===== config.mk =====
export PLATFORM = sky130hd
export DESIGN_NAME = lru_victim_select_with_owner_count_unit
export DESIGN_NICKNAME = d
export VERILOG_FILES = /design/src/lruvs_pkg.sv /design/src/lru_victim_select_with_owner_count_unit.sv /design/src/lruvs_ctrl.sv /design/src/lruvs_dpath.sv
export SDC_FILE = /design/constraint.sdc
export NUM_CORES = 1
export LEC_CHECK = 0
export BUFFER_PORTS_ARGS = -buffer_cell sky130_fd_sc_hd__buf_2
export CORE_MARGIN = 10
export CORE_UTILIZATION = 42
export DETAILED_ROUTE_END_ITERATION = 6
export SLEW_MARGIN = 40
export SYNTH_ARGS = -nofsm -noshare
export SYNTH_HDL_FRONTEND = slang
export SYNTH_SLANG_ARGS = --single-unit

===== constraint.sdc =====
create_clock -name clk -period 6.6 [get_ports clk]
set_input_delay 0.99 -clock clk [delete_from_list [all_inputs] [get_ports clk]]
set_output_delay 0.99 -clock clk [all_outputs]
set_load 0.05 [all_outputs]

===== src/lruvs_pkg.sv =====
`default_nettype none

package lruvs_pkg;

  localparam int WAYS      = 16;
  localparam int WAY_W     = $clog2(WAYS);
  localparam int MASK_W    = 16;
  localparam int NUM_CORES = 32;
  localparam int CORE_W    = 5;
  localparam int CIDX_W    = $clog2(NUM_CORES);
  localparam int CNT_W     = 16;

  typedef enum logic [2:0] {
    ST_IDLE,
    ST_SCAN,
    ST_PICK,
    ST_INC,
    ST_RDP,
    ST_DEC,
    ST_RDR,
    ST_RES
  } state_t;

  typedef struct packed {
    logic load;       // capture the accepted transaction
    logic scan_step;  // examine one way for victim selection
    logic pick;       // read chosen way, update ranks and owner
    logic cnt_rd;     // read occupancy count
    logic rd_prev;    // count address is the previous owner (else requester)
    logic cnt_wr;     // write occupancy count
    logic wr_dec;     // decrement previous owner (else increment requester)
    logic out_load;   // load the result register
  } cmd_t;

  typedef struct packed {
    logic scan_last;
    logic replace;
    logic trk;
    logic dec_prev;
  } sts_t;

endpackage

`default_nettype wire


===== src/lru_victim_select_with_owner_count_unit.sv =====
// True-LRU replacement state of one cache set with per-core occupancy counts.
// Input channel (in_*): one transaction per request. in_tuser is the mode,
// 0 = hit update of in_tdata way, 1 = pick and fill a victim among the
// eligible ways. Result channel (out_*): exactly one transaction per request,
// chosen way, its rank before the update, the victim's previous owner and
// the requester's occupancy count after the update.
// cfg_wr_en/cfg_wr_data write the tracking enable (reset value 1); write it
// only while no request is in flight.
// A replace runs the victim scan, which reads one way's rank per cycle; a hit
// skips it. A tracked replace also bumps the requester's count and, when the
// victim had an owner, lowers that owner's count, in the single-port count
// memory, read and written in separate cycles.
// One request is in work at a time; the next is taken as soon as the result
// sits in the output register, even if out_tready is low. A stalled result
// holds; the block waits before loading a new one.
// Reset restores ranks to way index, clears owners and all counts at once.
`default_nettype none

module lru_victim_select_with_owner_count_unit (
  input  wire logic        clk,
  input  wire logic        rst_n,
  input  wire logic        in_tvalid,
  output logic             in_tready,
  // [3:0] way, [19:4] eligible_mask, [20] has_requester,
  // [25:21] requester_core, [31:26] zero
  input  wire logic [31:0] in_tdata,
  // [0] mode
  input  wire logic        in_tuser,
  output logic             out_tvalid,
  input  wire logic        out_tready,
  // [3:0] chosen_way, [7:4] old_rank, [8] victim_owner_valid,
  // [13:9] victim_owner, [29:14] requester_count, [31:30] zero
  output logic      [31:0] out_tdata,
  input  wire logic        cfg_wr_en,
  input  wire logic        cfg_wr_data
);

  lruvs_pkg::cmd_t cmd;
  lruvs_pkg::sts_t sts;

  logic [lruvs_pkg::WAY_W-1:0]  chosen_way;
  logic [lruvs_pkg::WAY_W-1:0]  old_rank;
  logic                         victim_owner_valid;
  logic [lruvs_pkg::CORE_W-1:0] victim_owner;
  logic [lruvs_pkg::CNT_W-1:0]  requester_count;

  lruvs_ctrl u_ctrl (
    .clk        (clk),
    .rst_n      (rst_n),
    .in_tvalid  (in_tvalid),
    .in_mode    (in_tuser),
    .in_tready  (in_tready),
    .out_tready (out_tready),
    .out_tvalid (out_tvalid),
    .cmd        (cmd),
    .sts        (sts)
  );

  lruvs_dpath u_dpath (
    .clk                    (clk),
    .rst_n                  (rst_n),
    .cmd                    (cmd),
    .sts                    (sts),
    .in_mode                (in_tuser),
    .in_way                 (in_tdata[3:0]),
    .in_eligible_mask       (in_tdata[19:4]),
    .in_has_requester       (in_tdata[20]),
    .in_requester_core      (in_tdata[25:21]),
    .cfg_wr_en              (cfg_wr_en),
    .cfg_wr_data            (cfg_wr_data),
    .out_chosen_way         (chosen_way),
    .out_old_rank           (old_rank),
    .out_victim_owner_valid (victim_owner_valid),
    .out_victim_owner       (victim_owner),
    .out_requester_count    (requester_count)
  );

  assign out_tdata = {2'b00, requester_count, victim_owner, victim_owner_valid,
                      old_rank, chosen_way};

  // one request in work at a time
  a_one_in_flight: assert property (@(posedge clk) disable iff (!rst_n)
    in_tvalid && in_tready |=> !in_tready)
    else $error("request accepted while another is in work");

  // a new result only comes from a request in work
  a_result_from_work: assert property (@(posedge clk) disable iff (!rst_n)
    $rose(out_tvalid) |-> $past(!in_tready))
    else $error("result raised without a request in work");

  a_owner_zero: assert property (@(posedge clk) disable iff (!rst_n)
    out_tvalid && !out_tdata[8] |-> out_tdata[13:9] == 5'd0)
    else $error("victim owner reported without a recorded owner");

endmodule

`default_nettype wire


===== src/lruvs_ctrl.sv =====
`default_nettype none

module lruvs_ctrl (
  input  wire logic             clk,
  input  wire logic             rst_n,
  input  wire logic             in_tvalid,
  input  wire logic             in_mode,
  output logic                  in_tready,
  input  wire logic             out_tready,
  output logic                  out_tvalid,
  output lruvs_pkg::cmd_t       cmd,
  input  wire lruvs_pkg::sts_t  sts
);

  lruvs_pkg::state_t state_r, state_nxt;
  logic out_valid_r, out_valid_nxt;

  always_ff @(posedge clk) begin
    if (!rst_n) begin
      state_r     <= lruvs_pkg::ST_IDLE;
      out_valid_r <= 1'b0;
    end else begin
      state_r     <= state_nxt;
      out_valid_r <= out_valid_nxt;
    end
  end

  always_comb begin
    state_nxt = state_r;
    cmd       = '0;
    in_tready = 1'b0;
    unique case (state_r)
      lruvs_pkg::ST_IDLE: begin
        in_tready = 1'b1;
        if (in_tvalid) begin
          cmd.load  = 1'b1;
          state_nxt = in_mode ? lruvs_pkg::ST_SCAN : lruvs_pkg::ST_PICK;
        end
      end
      lruvs_pkg::ST_SCAN: begin
        cmd.scan_step = 1'b1;
        if (sts.scan_last) state_nxt = lruvs_pkg::ST_PICK;
      end
      lruvs_pkg::ST_PICK: begin
        cmd.pick   = 1'b1;
        cmd.cnt_rd = 1'b1;
        state_nxt  = (sts.replace && sts.trk) ? lruvs_pkg::ST_INC : lruvs_pkg::ST_RES;
      end
      lruvs_pkg::ST_INC: begin
        cmd.cnt_wr = 1'b1;
        state_nxt  = sts.dec_prev ? lruvs_pkg::ST_RDP : lruvs_pkg::ST_RDR;
      end
      lruvs_pkg::ST_RDP: begin
        cmd.cnt_rd  = 1'b1;
        cmd.rd_prev = 1'b1;
        state_nxt   = lruvs_pkg::ST_DEC;
      end
      lruvs_pkg::ST_DEC: begin
        cmd.cnt_wr = 1'b1;
        cmd.wr_dec = 1'b1;
        state_nxt  = lruvs_pkg::ST_RDR;
      end
      lruvs_pkg::ST_RDR: begin
        cmd.cnt_rd = 1'b1;
        state_nxt  = lruvs_pkg::ST_RES;
      end
      lruvs_pkg::ST_RES: begin
        if (!out_valid_r || out_tready) begin
          cmd.out_load = 1'b1;
          state_nxt    = lruvs_pkg::ST_IDLE;
        end
      end
      default: state_nxt = lruvs_pkg::ST_IDLE;
    endcase
  end

  always_comb begin
    if (cmd.out_load) begin
      out_valid_nxt = 1'b1;
    end else if (out_tready) begin
      out_valid_nxt = 1'b0;
    end else begin
      out_valid_nxt = out_valid_r;
    end
  end

  assign out_tvalid = out_valid_r;

endmodule

`default_nettype wire


===== src/lruvs_dpath.sv =====
`default_nettype none

module lruvs_dpath (
  input  wire logic                                 clk,
  input  wire logic                                 rst_n,
  input  wire lruvs_pkg::cmd_t                      cmd,
  output lruvs_pkg::sts_t                           sts,
  input  wire logic                                 in_mode,
  input  wire logic [lruvs_pkg::WAY_W-1:0]          in_way,
  input  wire logic [lruvs_pkg::MASK_W-1:0]         in_eligible_mask,
  input  wire logic                                 in_has_requester,
  input  wire logic [lruvs_pkg::CORE_W-1:0]         in_requester_core,
  input  wire logic                                 cfg_wr_en,
  input  wire logic                                 cfg_wr_data,
  output logic      [lruvs_pkg::WAY_W-1:0]          out_chosen_way,
  output logic      [lruvs_pkg::WAY_W-1:0]          out_old_rank,
  output logic                                      out_victim_owner_valid,
  output logic      [lruvs_pkg::CORE_W-1:0]         out_victim_owner,
  output logic      [lruvs_pkg::CNT_W-1:0]          out_requester_count
);

  localparam int WAY_W  = lruvs_pkg::WAY_W;
  localparam int CORE_W = lruvs_pkg::CORE_W;
  localparam int CNT_W  = lruvs_pkg::CNT_W;
  localparam int CIDX_W = lruvs_pkg::CIDX_W;
  localparam logic [CORE_W:0]  NCORES    = (CORE_W+1)'(lruvs_pkg::NUM_CORES);
  localparam logic [WAY_W-1:0] LAST_WAY  = WAY_W'(lruvs_pkg::WAYS - 1);
  localparam logic [CNT_W-1:0] CNT_MAX   = '1;

  logic                   track_r;
  logic                   mode_r;
  logic [lruvs_pkg::MASK_W-1:0] mask_r;
  logic                   has_req_r;
  logic [CORE_W-1:0]      req_r;
  logic [WAY_W-1:0]       scan_r;
  logic [WAY_W-1:0]       idx_r;
  logic [WAY_W-1:0]       best_r;
  logic [WAY_W-1:0]       old_rank_r;
  logic                   ov_r;
  logic [CORE_W-1:0]      own_r;

  // recency ranks and owners, one entry per way
  logic [WAY_W-1:0]       rank_r     [lruvs_pkg::WAYS];
  logic                   own_vld_r  [lruvs_pkg::WAYS];
  logic [CORE_W-1:0]      own_id_r   [lruvs_pkg::WAYS];

  // occupancy counts; an entry never written reads as zero
  logic [CNT_W-1:0]       cnt_mem    [lruvs_pkg::NUM_CORES];
  logic [lruvs_pkg::NUM_CORES-1:0] cnt_vld_r;
  logic [CNT_W-1:0]       cnt_q_r;
  logic                   cnt_qv_r;

  logic [WAY_W-1:0]       rd_idx;
  logic [WAY_W-1:0]       rank_rd;
  logic                   req_ok;
  logic                   trk;
  logic [CIDX_W-1:0]      cnt_addr;
  logic [CNT_W-1:0]       cnt_cur;
  logic [CNT_W-1:0]       cnt_wdata;

  assign rd_idx   = cmd.pick ? idx_r : scan_r;
  assign rank_rd  = rank_r[rd_idx];
  assign req_ok   = {1'b0, req_r} < NCORES;
  assign trk      = track_r && has_req_r && req_ok;
  assign cnt_addr = cmd.rd_prev || cmd.wr_dec ? own_r[CIDX_W-1:0] : req_r[CIDX_W-1:0];
  assign cnt_cur  = cnt_qv_r ? cnt_q_r : '0;

  always_comb begin
    if (cmd.wr_dec) begin
      cnt_wdata = (cnt_cur == '0) ? '0 : cnt_cur - CNT_W'(1);
    end else begin
      cnt_wdata = (cnt_cur == CNT_MAX) ? CNT_MAX : cnt_cur + CNT_W'(1);
    end
  end

  assign sts.scan_last = (scan_r == LAST_WAY);
  assign sts.replace   = mode_r;
  assign sts.trk       = trk;
  assign sts.dec_prev  = ov_r;

  always_ff @(posedge clk) begin
    if (!rst_n) begin
      track_r <= 1'b1;
    end else if (cfg_wr_en) begin
      track_r <= cfg_wr_data;
    end
  end

  // transaction capture and victim scan
  always_ff @(posedge clk) begin
    if (cmd.load) begin
      mode_r    <= in_mode;
      mask_r    <= in_eligible_mask;
      has_req_r <= in_has_requester;
      req_r     <= in_requester_core;
      scan_r    <= '0;
      best_r    <= '0;
      idx_r     <= in_mode ? '0 : in_way;
    end else if (cmd.scan_step) begin
      // strict compare keeps the lowest index on a tie and skips rank 0
      if (rank_rd > best_r && mask_r[scan_r]) begin
        idx_r  <= scan_r;
        best_r <= rank_rd;
      end
      scan_r <= scan_r + WAY_W'(1);
    end
  end

  always_ff @(posedge clk) begin
    if (cmd.pick) begin
      old_rank_r <= rank_rd;
      ov_r       <= mode_r && own_vld_r[idx_r];
      own_r      <= (mode_r && own_vld_r[idx_r]) ? own_id_r[idx_r] : '0;
    end
  end

  // rank and owner update for the chosen way
  always_ff @(posedge clk) begin
    if (!rst_n) begin
      for (int w = 0; w < lruvs_pkg::WAYS; w++) begin
        rank_r[w]    <= WAY_W'(w);
        own_vld_r[w] <= 1'b0;
      end
    end else if (cmd.pick) begin
      for (int w = 0; w < lruvs_pkg::WAYS; w++) begin
        if (WAY_W'(w) == idx_r) begin
          rank_r[w] <= '0;
          if (mode_r && trk) own_vld_r[w] <= 1'b1;
        end else if (rank_r[w] < rank_rd) begin
          rank_r[w] <= rank_r[w] + WAY_W'(1);
        end
      end
    end
  end

  always_ff @(posedge clk) begin
    if (cmd.pick && mode_r && trk) begin
      own_id_r[idx_r] <= req_r;
    end
  end

  always_ff @(posedge clk) begin
    if (cmd.cnt_wr) begin
      cnt_mem[cnt_addr] <= cnt_wdata;
    end
    if (cmd.cnt_rd) begin
      cnt_q_r <= cnt_mem[cnt_addr];
    end
  end

  always_ff @(posedge clk) begin
    if (!rst_n) begin
      cnt_vld_r <= '0;
      cnt_qv_r  <= 1'b0;
    end else begin
      if (cmd.cnt_wr) cnt_vld_r[cnt_addr] <= 1'b1;
      if (cmd.cnt_rd) cnt_qv_r <= cnt_vld_r[cnt_addr];
    end
  end

  always_ff @(posedge clk) begin
    if (cmd.out_load) begin
      out_chosen_way         <= idx_r;
      out_old_rank           <= old_rank_r;
      out_victim_owner_valid <= ov_r;
      out_victim_owner       <= own_r;
      out_requester_count    <= req_ok ? cnt_cur : '0;
    end
  end

endmodule

`default_nettype wire

==> flow_results.xml, run 1 <==
<?xml version="1.0" encoding="UTF-8"?>
<metrics>
  <group name="status">
    <metric name="status" unit="">finished clean</metric>
  </group>
  <group name="setup_path">
    <metric name="timing.reg2reg.setup_slack" unit="ns">1.12</metric>
    <metric name="cp_data_required_time" unit="ns">6.87</metric>
    <metric name="timing.critical_path.max_delay_family" unit="">compound AO/OA/AOI/OAI gates</metric>
    <metric name="number_of_buffers_and_inverters_on_the_critical_path" unit="">2</metric>
    <metric name="ff2ff_path_depth" unit="">15</metric>
    <metric name="timing.critical_path.fanout_max" unit="">16</metric>
    <metric name="wp_depth" unit="">15</metric>
    <metric name="setup.worst_path.start" unit="">u_ctrl.state_r[0]$_SDFFE_PN0P_</metric>
    <metric name="kind_of_end_point_of_the_critical_path" unit="">register</metric>
    <metric name="critical_path_slowest_stage_cell" unit="">sky130_fd_sc_hd__dfxtp_1</metric>
    <metric name="worstReg2RegEnd" unit="">u_dpath.rank_r[3][2]$_SDFFCE_PN0P_</metric>
    <metric name="crit_path_largest_cell_delay" unit="ns">0.71</metric>
    <metric name="path_cells" unit="">or3b_1 -&gt; buf_4 -&gt; a21o_1 -&gt; mux2i_1 -&gt; mux4_2 -&gt; nand2_1 -&gt; o31ai_4 -&gt; buf_4 -&gt; ha_1 -&gt; o21ai_0 -&gt; nand2b_1 -&gt; a21boi_1 -&gt; maj3_1 -&gt; nor2b_1 -&gt; o21ai_0</metric>
    <metric name="arrival" unit="ns">5.75</metric>
    <metric name="regToRegStartpoint" unit="">u_ctrl.state_r[0]$_SDFFE_PN0P_</metric>
    <metric name="worstSetupPathType" unit="">register to register</metric>
    <metric name="timing.critical_path.to" unit="">u_dpath.rank_r[3][2]$_SDFFCE_PN0P_</metric>
    <metric name="critPathLaunchType" unit="">register</metric>
  </group>
  <group name="clock_network">
    <metric name="cts_setup_buffers" unit="">0</metric>
    <metric name="cts-root-to-sink-buffers" unit="">3</metric>
    <metric name="clock_sink_count" unit="">805</metric>
    <metric name="cts_made_buffers" unit="">81</metric>
    <metric name="tritoncts" unit="">yes</metric>
    <metric name="clock_tree.htree_level_count" unit="">3</metric>
    <metric name="clock_latency_on_the_worst_skew_pair" unit="ns">0.65</metric>
    <metric name="clk_pin_slew" unit="ns">0.06</metric>
    <metric name="cts-root-buf" unit="">sky130_fd_sc_hd__clkbuf_16</metric>
    <metric name="cts_hold_buffers" unit="">0</metric>
    <metric name="number_of_gates_resized_after_cts" unit="">0</metric>
  </group>
  <group name="route">
    <metric name="dr.pass1.iters" unit="">6</metric>
    <metric name="via_to_cell_ratio" unit="">5.85</metric>
    <metric name="remaining_drc_errors" unit="">0</metric>
    <metric name="drt_wirelength" unit="um">82800</metric>
    <metric name="drt-initial-drc-count" unit="">1780</metric>
    <metric name="total_number_of_vias" unit="">19600</metric>
    <metric name="ant_nets" unit="">0</metric>
    <metric name="post_drt_wl_per_cell" unit="um">24.8</metric>
  </group>
  <group name="synthesis">
    <metric name="netlist_area" unit="sq um">34300</metric>
    <metric name="async_reset_ff_share" unit="%">0</metric>
    <metric name="synth_edf_count" unit="">746</metric>
    <metric name="synth_top_cell_by_area" unit="">sky130_fd_sc_hd__edfxtp_1</metric>
    <metric name="part_of_the_yosys_area_used_for_sequential_elements" unit="%">68.8</metric>
    <metric name="flip_flop_and_latch_count_after_synthesis" unit="">805</metric>
    <metric name="post_synth.cell_area_avg" unit="sq um">16.3</metric>
    <metric name="synthCells" unit="">2098</metric>
    <metric name="proportion_of_netlist_area_held_by_the_largest_area_contributor" unit="%">65.4</metric>
    <metric name="top_post_synthesis_cells_by_area" unit="">sky130_fd_sc_hd__edfxtp_1 65%, sky130_fd_sc_hd__mux4_2 12%, sky130_fd_sc_hd__dfxtp_1 3.4%</metric>
    <metric name="synth-warning-count" unit="">0</metric>
    <metric name="most_used_flip_flop_cell_after_synthesis" unit="">sky130_fd_sc_hd__edfxtp_1</metric>
    <metric name="post_synth_num_cell_types" unit="">76</metric>
  </group>
  <group name="layout">
    <metric name="layout.cells.most_common" unit="">sky130_fd_sc_hd__edfxtp_1</metric>
    <metric name="layout.cells.most_common_list" unit="">746 x sky130_fd_sc_hd__edfxtp_1, 184 x sky130_fd_sc_hd__nor2_1, 178 x sky130_fd_sc_hd__mux4_2, 137 x sky130_fd_sc_hd__nand2_1, 81 x sky130_fd_sc_hd__clkbuf_16</metric>
    <metric name="flow.area_growth_from_synthesis" unit="%">14.2</metric>
    <metric name="fin_nets" unit="">2306</metric>
    <metric name="final_cell_count_no_fill" unit="">3343</metric>
    <metric name="drive_above_1_share" unit="%">22.8</metric>
  </group>
  <group name="sta">
    <metric name="max-slew-margin-rel" unit="%">39.1</metric>
    <metric name="fin_crit" unit="ns">5.48</metric>
    <metric name="max_freq" unit="MHz">182</metric>
    <metric name="fin_worst_skew" unit="ns">0.0319</metric>
    <metric name="fin_setup_tns" unit="ns">0</metric>
    <metric name="worst-slew-pin-transition" unit="ns">0.913</metric>
    <metric name="rsz0062_at_grt" unit="">false</metric>
    <metric name="report.final.slew_viol_count" unit="">0</metric>
    <metric name="setup-violations-final" unit="">0</metric>
    <metric name="min_period_over_period" unit="%">83.1</metric>
    <metric name="timing_hold_violations_final" unit="">0</metric>
  </group>
  <group name="floorplan">
    <metric name="floorplan.die_area" unit="sq um">93400</metric>
    <metric name="placeableCoreArea" unit="sq um">80700</metric>
    <metric name="die_y" unit="um">306</metric>
    <metric name="ios" unit="">73</metric>
    <metric name="initial_core_util" unit="%">42.5</metric>
    <metric name="die_width" unit="um">306</metric>
    <metric name="placement_rows" unit="">104</metric>
  </group>
  <group name="global_route">
    <metric name="globalRouteMet2Util" unit="%">26.9</metric>
    <metric name="met1_usage" unit="%">24.5</metric>
    <metric name="grt_pass1_vias" unit="">19600</metric>
    <metric name="all_layer_gr_usage" unit="%">17.5</metric>
    <metric name="grt-busiest-layer" unit="">met2</metric>
    <metric name="gr-total-overflow" unit="">0</metric>
    <metric name="grt_start_max_net_pins" unit="">124</metric>
    <metric name="grt_pass1_wl" unit="um">125000</metric>
    <metric name="initial_antenna_violation_count" unit="">1</metric>
    <metric name="grtUsageMet3" unit="%">4.32</metric>
  </group>
  <group name="hold_path">
    <metric name="timing.hold.worst.class" unit="">register to register</metric>
  </group>
  <group name="power_and_ir_drop">
    <metric name="switching_share" unit="%">34.9</metric>
    <metric name="clockPowerShare" unit="%">26.3</metric>
    <metric name="ir_worst_vdd" unit="mV">0.291</metric>
    <metric name="fraction_of_power_consumed_by_sequential_logic" unit="%">38.8</metric>
    <metric name="power.combinational.fraction" unit="%">34.9</metric>
    <metric name="p_per_area" unit="nW/um^2">450</metric>
    <metric name="p_switching" unit="uW">6150</metric>
    <metric name="internal_power" unit="uW">11500</metric>
    <metric name="power.leakage" unit="uW">0.0130</metric>
  </group>
  <group name="placement">
    <metric name="final_weighted_congestion_of_routability_driven_global_placement" unit="">0.886</metric>
    <metric name="place_inst" unit="">3187</metric>
    <metric name="buffer_ports.inserted" unit="">64</metric>
    <metric name="dpl.hpwl" unit="um">52800</metric>
  </group>
  <group name="job">
    <metric name="max_cap_viol_count" unit="">0</metric>
  </group>
</metrics>
==> per-layer routing <==
| layer | part of all wire, % | wire [um] |
|---|---|---|
| met4 | 2.2 | 1850 |
| met1 | 43 | 35800 |
| met2 | 46 | 38200 |
| met5 | 0 | 0 |
| met3 | 8.4 | 6920 |
==> cell usage after synthesis, drive strengths merged (5+ instances only) <==
| cell type | instances |
|---|---|
| mux2 | 16 |
| buf | 48 |
| a21o | 7 |
| nand2 | 137 |
| a21oi | 25 |
| nor3 | 42 |
| a211oi | 22 |
| xnor2 | 18 |
| a21boi | 5 |
| nor4 | 11 |
| a31oi | 7 |
| and2 | 13 |
| a22oi | 57 |
| clkbuf | 58 |
| xor2 | 13 |
| edfxtp | 746 |
| o31ai | 6 |
| nor2b | 14 |
| ha | 54 |
| or2 | 5 |
| maj3 | 13 |
| o211ai | 12 |
| or3 | 8 |
| nor2 | 203 |
| nand2b | 12 |
| mux2i | 49 |
| inv | 35 |
| dfxtp | 59 |
| nand3 | 56 |
| mux4 | 178 |
| o21ai | 70 |
| o21a | 7 |
| o22ai | 5 |
| a311oi | 8 |
| and3 | 23 |
| nand4 | 18 |
==> cell families (layout without fill, tap and decap cells) <==
| kind of cell | Yosys count | in the layout | synth area share (%) |
|---|---|---|---|
| compound gates | 258 | 258 | 5.17 |
| xor+xnor | 31 | 31 | 0.792 |
| fa+ha+maj | 67 | 67 | 2.37 |
| buf+inv | 141 | 324 | 1.82 |
| flops | 805 | 805 | 68.8 |
| mux | 243 | 243 | 13.7 |
| other cells | 1 | 3 | 0.0109 |
| simple gates | 552 | 552 | 7.34 |
==> through the flow <==
step	worst slack, ns	hold slack, ns	cell area (sq um)	utilization (%)	total power, uW
global placement	0.998	0.411	36100	44.8	12700
detailed placement	1.15	0.408	36300	45.0	13000
global route	0.783	0.424	39100	48.5	18500
finish	1.12	0.422	39100	48.5	17600
CTS	1.10	0.421	39100	48.4	17700
floorplan	1.67	0.400	34300	-	11100
==> flip-flops by register name (all words and copies together), names as in the netlist, 3 cells and up, named ones only <==
signal                       count
u_dpath.out_requester_count     16
u_dpath.out_chosen_way           4
u_dpath.old_rank_r               4
u_dpath.own_vld_r               16
u_dpath.cnt_vld_r               32
u_dpath.out_old_rank             4
u_dpath.out_victim_owner         5
u_dpath.cnt_mem                512
u_dpath.cnt_q_r                 16
u_dpath.rank_r                  64
u_ctrl.state_r                   3
u_dpath.own_r                    5
u_dpath.idx_r                    4
u_dpath.own_id_r                80
u_dpath.scan_r                   4
u_dpath.best_r                   4
u_dpath.mask_r                  16
u_dpath.req_r                    5
==> cell type report <==
| type | count | area [sq um] |
|---|---|---|
| antenna | 1 | 2.50 |
| clock buffer | 109 | 2200 |
| clock inverter | 43 | 517 |
| fill | 6737 | 41600 |
| inverter | 35 | 134 |
| multi-input combinational | 1153 | 10400 |
| sequential | 805 | 23600 |
| tap | 1060 | 1330 |
| timing repair buffer | 137 | 978 |
==> worst min-delay path by stage <==
stage	from	end	cells after the start
after floorplan	u_dpath.old_rank_r[0]$_DFFE_PP_	u_dpath.out_old_rank[0]$_DFFE_PP_	0
after global placement	u_dpath.old_rank_r[2]$_DFFE_PP_	u_dpath.out_old_rank[2]$_DFFE_PP_	0
after detailed placement	u_dpath.old_rank_r[0]$_DFFE_PP_	u_dpath.out_old_rank[0]$_DFFE_PP_	0
after CTS	u_dpath.old_rank_r[0]$_DFFE_PP_	u_dpath.out_old_rank[0]$_DFFE_PP_	0
after global routing	u_dpath.old_rank_r[1]$_DFFE_PP_	u_dpath.out_old_rank[1]$_DFFE_PP_	0
final	u_dpath.old_rank_r[1]$_DFFE_PP_	u_dpath.out_old_rank[1]$_DFFE_PP_	0
==> power by group through the flow <==
stage / clock network (uW) / logic (uW) / registers, uW
final: 4630 / 6140 / 6840
after global routing: 4920 / 6720 / 6880
after CTS: 4720 / 6100 / 6830
after detailed placement: 0 / 6060 / 6940
after global placement: 0 / 5780 / 6920
after floorplan: 0 / 4260 / 6810
No activity file was read; power rests on OpenSTA's default activity.
==> run 2, diff against run 1 <==
- clock period: 6.6 -> 4.9 ns (I/O delays scaled with it)
==> flow_results.xml, run 2 (synthesized netlist as in run 1, its figures left out) <==
<?xml version="1.0" encoding="UTF-8"?>
<metrics>
  <group name="sta">
    <metric name="timing_hold_violations_final" unit="">0</metric>
    <metric name="setup_slack" unit="ns">0.290</metric>
    <metric name="rsz0062_at_grt" unit="">false</metric>
    <metric name="max-slew-margin-rel" unit="%">46.6</metric>
    <metric name="fin_worst_skew" unit="ns">0.0295</metric>
    <metric name="setup-violations-final" unit="">0</metric>
    <metric name="report.final.slew_viol_count" unit="">0</metric>
    <metric name="worst-slew-pin-transition" unit="ns">0.798</metric>
    <metric name="fin_setup_tns" unit="ns">0</metric>
    <metric name="max_freq" unit="MHz">217</metric>
    <metric name="fin_crit" unit="ns">4.61</metric>
    <metric name="min_period_over_period" unit="%">94.1</metric>
  </group>
  <group name="clock_network">
    <metric name="cts-root-buf" unit="">sky130_fd_sc_hd__clkbuf_16</metric>
    <metric name="clock_sink_count" unit="">805</metric>
    <metric name="tritoncts" unit="">yes</metric>
    <metric name="cts_setup_buffers" unit="">0</metric>
    <metric name="cts_made_buffers" unit="">80</metric>
    <metric name="cts-root-to-sink-buffers" unit="">3</metric>
    <metric name="cts_hold_buffers" unit="">0</metric>
    <metric name="clk_pin_slew" unit="ns">0.06</metric>
    <metric name="clock_latency_on_the_worst_skew_pair" unit="ns">0.64</metric>
    <metric name="clock_tree.htree_level_count" unit="">3</metric>
  </group>
  <group name="power_and_ir_drop">
    <metric name="power.leakage" unit="uW">0.0131</metric>
    <metric name="p_per_area" unit="nW/um^2">605</metric>
    <metric name="fraction_of_power_consumed_by_sequential_logic" unit="%">38.7</metric>
    <metric name="power.combinational.fraction" unit="%">35.9</metric>
    <metric name="ir_worst_vdd" unit="mV">0.313</metric>
    <metric name="power.total" unit="uW">23700</metric>
    <metric name="internal_power" unit="uW">15400</metric>
    <metric name="switching_share" unit="%">35.0</metric>
    <metric name="p_switching" unit="uW">8270</metric>
    <metric name="clockPowerShare" unit="%">25.4</metric>
  </group>
  <group name="layout">
    <metric name="final_cell_count_no_fill" unit="">3372</metric>
    <metric name="layout.filler_cells" unit="">6728</metric>
    <metric name="register_with_the_most_flip_flops" unit="">u_dpath.cnt_mem</metric>
    <metric name="largest_register_ffs" unit="">512</metric>
    <metric name="flow.area_growth_from_synthesis" unit="%">14.2</metric>
    <metric name="antenna_cells_inserted" unit="">0</metric>
    <metric name="layout.cells.most_common" unit="">sky130_fd_sc_hd__edfxtp_1</metric>
    <metric name="drive_above_1_share" unit="%">23.6</metric>
    <metric name="layout.cells.most_common_list" unit="">746 x sky130_fd_sc_hd__edfxtp_1, 186 x sky130_fd_sc_hd__nor2_1, 178 x sky130_fd_sc_hd__mux4_2, 137 x sky130_fd_sc_hd__nand2_1, 99 x sky130_fd_sc_hd__buf_4</metric>
    <metric name="fin_nets" unit="">2340</metric>
    <metric name="area_of_combinational_cells_with_multiple_inputs" unit="sq um">10300</metric>
    <metric name="area.sequential" unit="sq um">23600</metric>
    <metric name="reg.largest.list" unit="">u_dpath.cnt_mem: 512 flops, u_dpath.own_id_r: 80 flops, u_dpath.rank_r: 64 flops</metric>
    <metric name="post-route-cell-area" unit="sq um">39100</metric>
  </group>
  <group name="route">
    <metric name="total_number_of_vias" unit="">19700</metric>
    <metric name="drt_wirelength" unit="um">83200</metric>
    <metric name="post_drt_wl_per_cell" unit="um">24.7</metric>
    <metric name="via_to_cell_ratio" unit="">5.84</metric>
    <metric name="drt-initial-drc-count" unit="">2006</metric>
    <metric name="remaining_drc_errors" unit="">0</metric>
    <metric name="dr.pass1.iters" unit="">7</metric>
    <metric name="ant_nets" unit="">0</metric>
  </group>
  <group name="setup_path">
    <metric name="regToRegStartpoint" unit="">u_ctrl.state_r[1]$_SDFFE_PN0P_</metric>
    <metric name="number_of_buffers_and_inverters_on_the_critical_path" unit="">3</metric>
    <metric name="kind_of_end_point_of_the_critical_path" unit="">register</metric>
    <metric name="wp_depth" unit="">15</metric>
    <metric name="critical_path_slowest_stage_cell" unit="">sky130_fd_sc_hd__or3b_1</metric>
    <metric name="ff2ff_path_depth" unit="">15</metric>
    <metric name="timing.reg2reg.setup_slack" unit="ns">0.29</metric>
    <metric name="worstSetupPathType" unit="">register to register</metric>
    <metric name="timing.critical_path.max_delay_family" unit="">compound AO/OA/AOI/OAI gates</metric>
    <metric name="arrival" unit="ns">4.88</metric>
    <metric name="worstReg2RegEnd" unit="">u_dpath.rank_r[12][3]$_SDFFCE_PN1P_</metric>
    <metric name="critPathMostFrequentCell" unit="">sky130_fd_sc_hd__buf_4</metric>
    <metric name="crit_path_largest_cell_delay" unit="ns">0.47</metric>
    <metric name="path_cells" unit="">or3b_1 -&gt; buf_4 -&gt; a21oi_1 -&gt; buf_4 -&gt; nand2_1 -&gt; and3_1 -&gt; a311oi_1 -&gt; o31ai_4 -&gt; buf_4 -&gt; ha_1 -&gt; and2_1 -&gt; a311oi_1 -&gt; o21bai_1 -&gt; and3_1 -&gt; o21ai_0</metric>
    <metric name="timing.critical_path.fanout_max" unit="">18</metric>
    <metric name="cp_data_required_time" unit="ns">5.17</metric>
    <metric name="critPathLaunchType" unit="">register</metric>
  </group>
  <group name="hold_path">
    <metric name="timing.hold.worst_endpoint" unit="">u_dpath.mask_r[15]$_DFFE_PP_</metric>
    <metric name="hp-start" unit="">in_tdata[19]</metric>
    <metric name="timing.hold.worst.class" unit="">input port to register</metric>
    <metric name="holdPathStages" unit="">1</metric>
  </group>
  <group name="floorplan">
    <metric name="initial_core_util" unit="%">42.5</metric>
    <metric name="placement_rows" unit="">104</metric>
    <metric name="ios" unit="">73</metric>
    <metric name="placeableCoreArea" unit="sq um">80700</metric>
    <metric name="die_y" unit="um">306</metric>
    <metric name="die_width" unit="um">306</metric>
    <metric name="floorplan.die_area" unit="sq um">93400</metric>
  </group>
  <group name="global_route">
    <metric name="all_layer_gr_usage" unit="%">17.6</metric>
    <metric name="grt_start_max_net_pins" unit="">67</metric>
    <metric name="grt_pass1_vias" unit="">19500</metric>
    <metric name="initial_antenna_violation_count" unit="">2</metric>
    <metric name="grt_pass1_wl" unit="um">126000</metric>
    <metric name="gr-total-overflow" unit="">0</metric>
  </group>
  <group name="placement">
    <metric name="final_weighted_congestion_of_routability_driven_global_placement" unit="">0.868</metric>
    <metric name="dpl.hpwl" unit="um">54300</metric>
    <metric name="total_placed_instance_area" unit="sq um">36500</metric>
    <metric name="dp_slack" unit="ns">0.160</metric>
    <metric name="place_inst" unit="">3223</metric>
    <metric name="buffer_ports.inserted" unit="">64</metric>
  </group>
  <group name="job">
    <metric name="max_cap_viol_count" unit="">0</metric>
  </group>
  <group name="status">
    <metric name="status" unit="">finished clean</metric>
  </group>
</metrics>
==> run 2: cell type report <==
type,count,share of cell area [%]
Sequential cell,805,60.3
Multi-Input combinational cell,1153,26.2
Clock buffer,107,5.53
Tap cell,1060,3.39
Timing Repair Buffer,172,3.17
Clock inverter,40,1.06
Inverter,35,0.342
==> run 2: how the worst max path moves through the flow <==
stage	from	to	slack [ns]
after floorplan	u_ctrl.state_r[0]$_SDFFE_PN0P_	u_dpath.rank_r[10][0]$_SDFFCE_PN0P_	0.04
final	u_ctrl.state_r[1]$_SDFFE_PN0P_	u_dpath.rank_r[12][3]$_SDFFCE_PN1P_	0.29
after global placement	u_ctrl.state_r[2]$_SDFFE_PN0P_	u_dpath.rank_r[5][3]$_SDFFCE_PN0P_	0.31
after detailed placement	u_ctrl.state_r[1]$_SDFFE_PN0P_	u_dpath.rank_r[5][0]$_SDFFCE_PN1P_	0.16
after global routing	u_ctrl.state_r[1]$_SDFFE_PN0P_	u_dpath.rank_r[13][1]$_SDFFCE_PN0P_	0.07
after CTS	u_ctrl.state_r[1]$_SDFFE_PN0P_	u_dpath.rank_r[5][1]$_SDFFCE_PN0P_	0.12
==> run 2: worst register-to-register path, cell delays in order (launching register included) <==
cell and delay [ns]:
sky130_fd_sc_hd__dfxtp_1 0.33, sky130_fd_sc_hd__or3b_1 0.47, sky130_fd_sc_hd__buf_4 0.28, sky130_fd_sc_hd__a21oi_1 0.22, sky130_fd_sc_hd__buf_4 0.21, sky130_fd_sc_hd__nand2_1 0.08, sky130_fd_sc_hd__and3_1 0.19, sky130_fd_sc_hd__a311oi_1 0.42
sky130_fd_sc_hd__o31ai_4 0.20, sky130_fd_sc_hd__buf_4 0.23, sky130_fd_sc_hd__ha_1 0.30, sky130_fd_sc_hd__and2_1 0.16, sky130_fd_sc_hd__a311oi_1 0.34, sky130_fd_sc_hd__o21bai_1 0.15, sky130_fd_sc_hd__and3_1 0.19, sky130_fd_sc_hd__o21ai_0 0.47
==> run 2: timing repair <==
action | 4_1_cts | 5_1_grt
resized for setup | 0 | 2
hold endpoints to repair | 0 | 0
setup endpoints to repair | 0 | 4
==> run 2: metrics by stage <==
step	hold slack, ns	util [%]
3_5_place_dp	0.405	45.2
4_1_cts	0.235	48.4
2_1_floorplan	0.400	-
5_1_grt	0.248	48.5
3_3_place_gp	0.404	45.2
6_report	0.270	48.5
==> run 2: power by group through the flow <==
stage	logic, uW	registers [uW]	clock network, uW
after global placement	8120	9270	0
after floorplan	5750	9180	0
after global routing	9280	9200	6440
after detailed placement	8390	9290	0
final	8490	9150	6020
after CTS	8430	9150	6140
==> run 2: metal layers <==
metal | GRT usage [%] | up-vias | share of wire (%)
met5 | 0 | - | 0
met4 | 4.90 | 0 | 1.9
met3 | 3.28 | 122 | 7.6
met2 | 27.2 | 725 | 46
met1 | 25.4 | 10200 | 44
li1 | - | 8631 | -
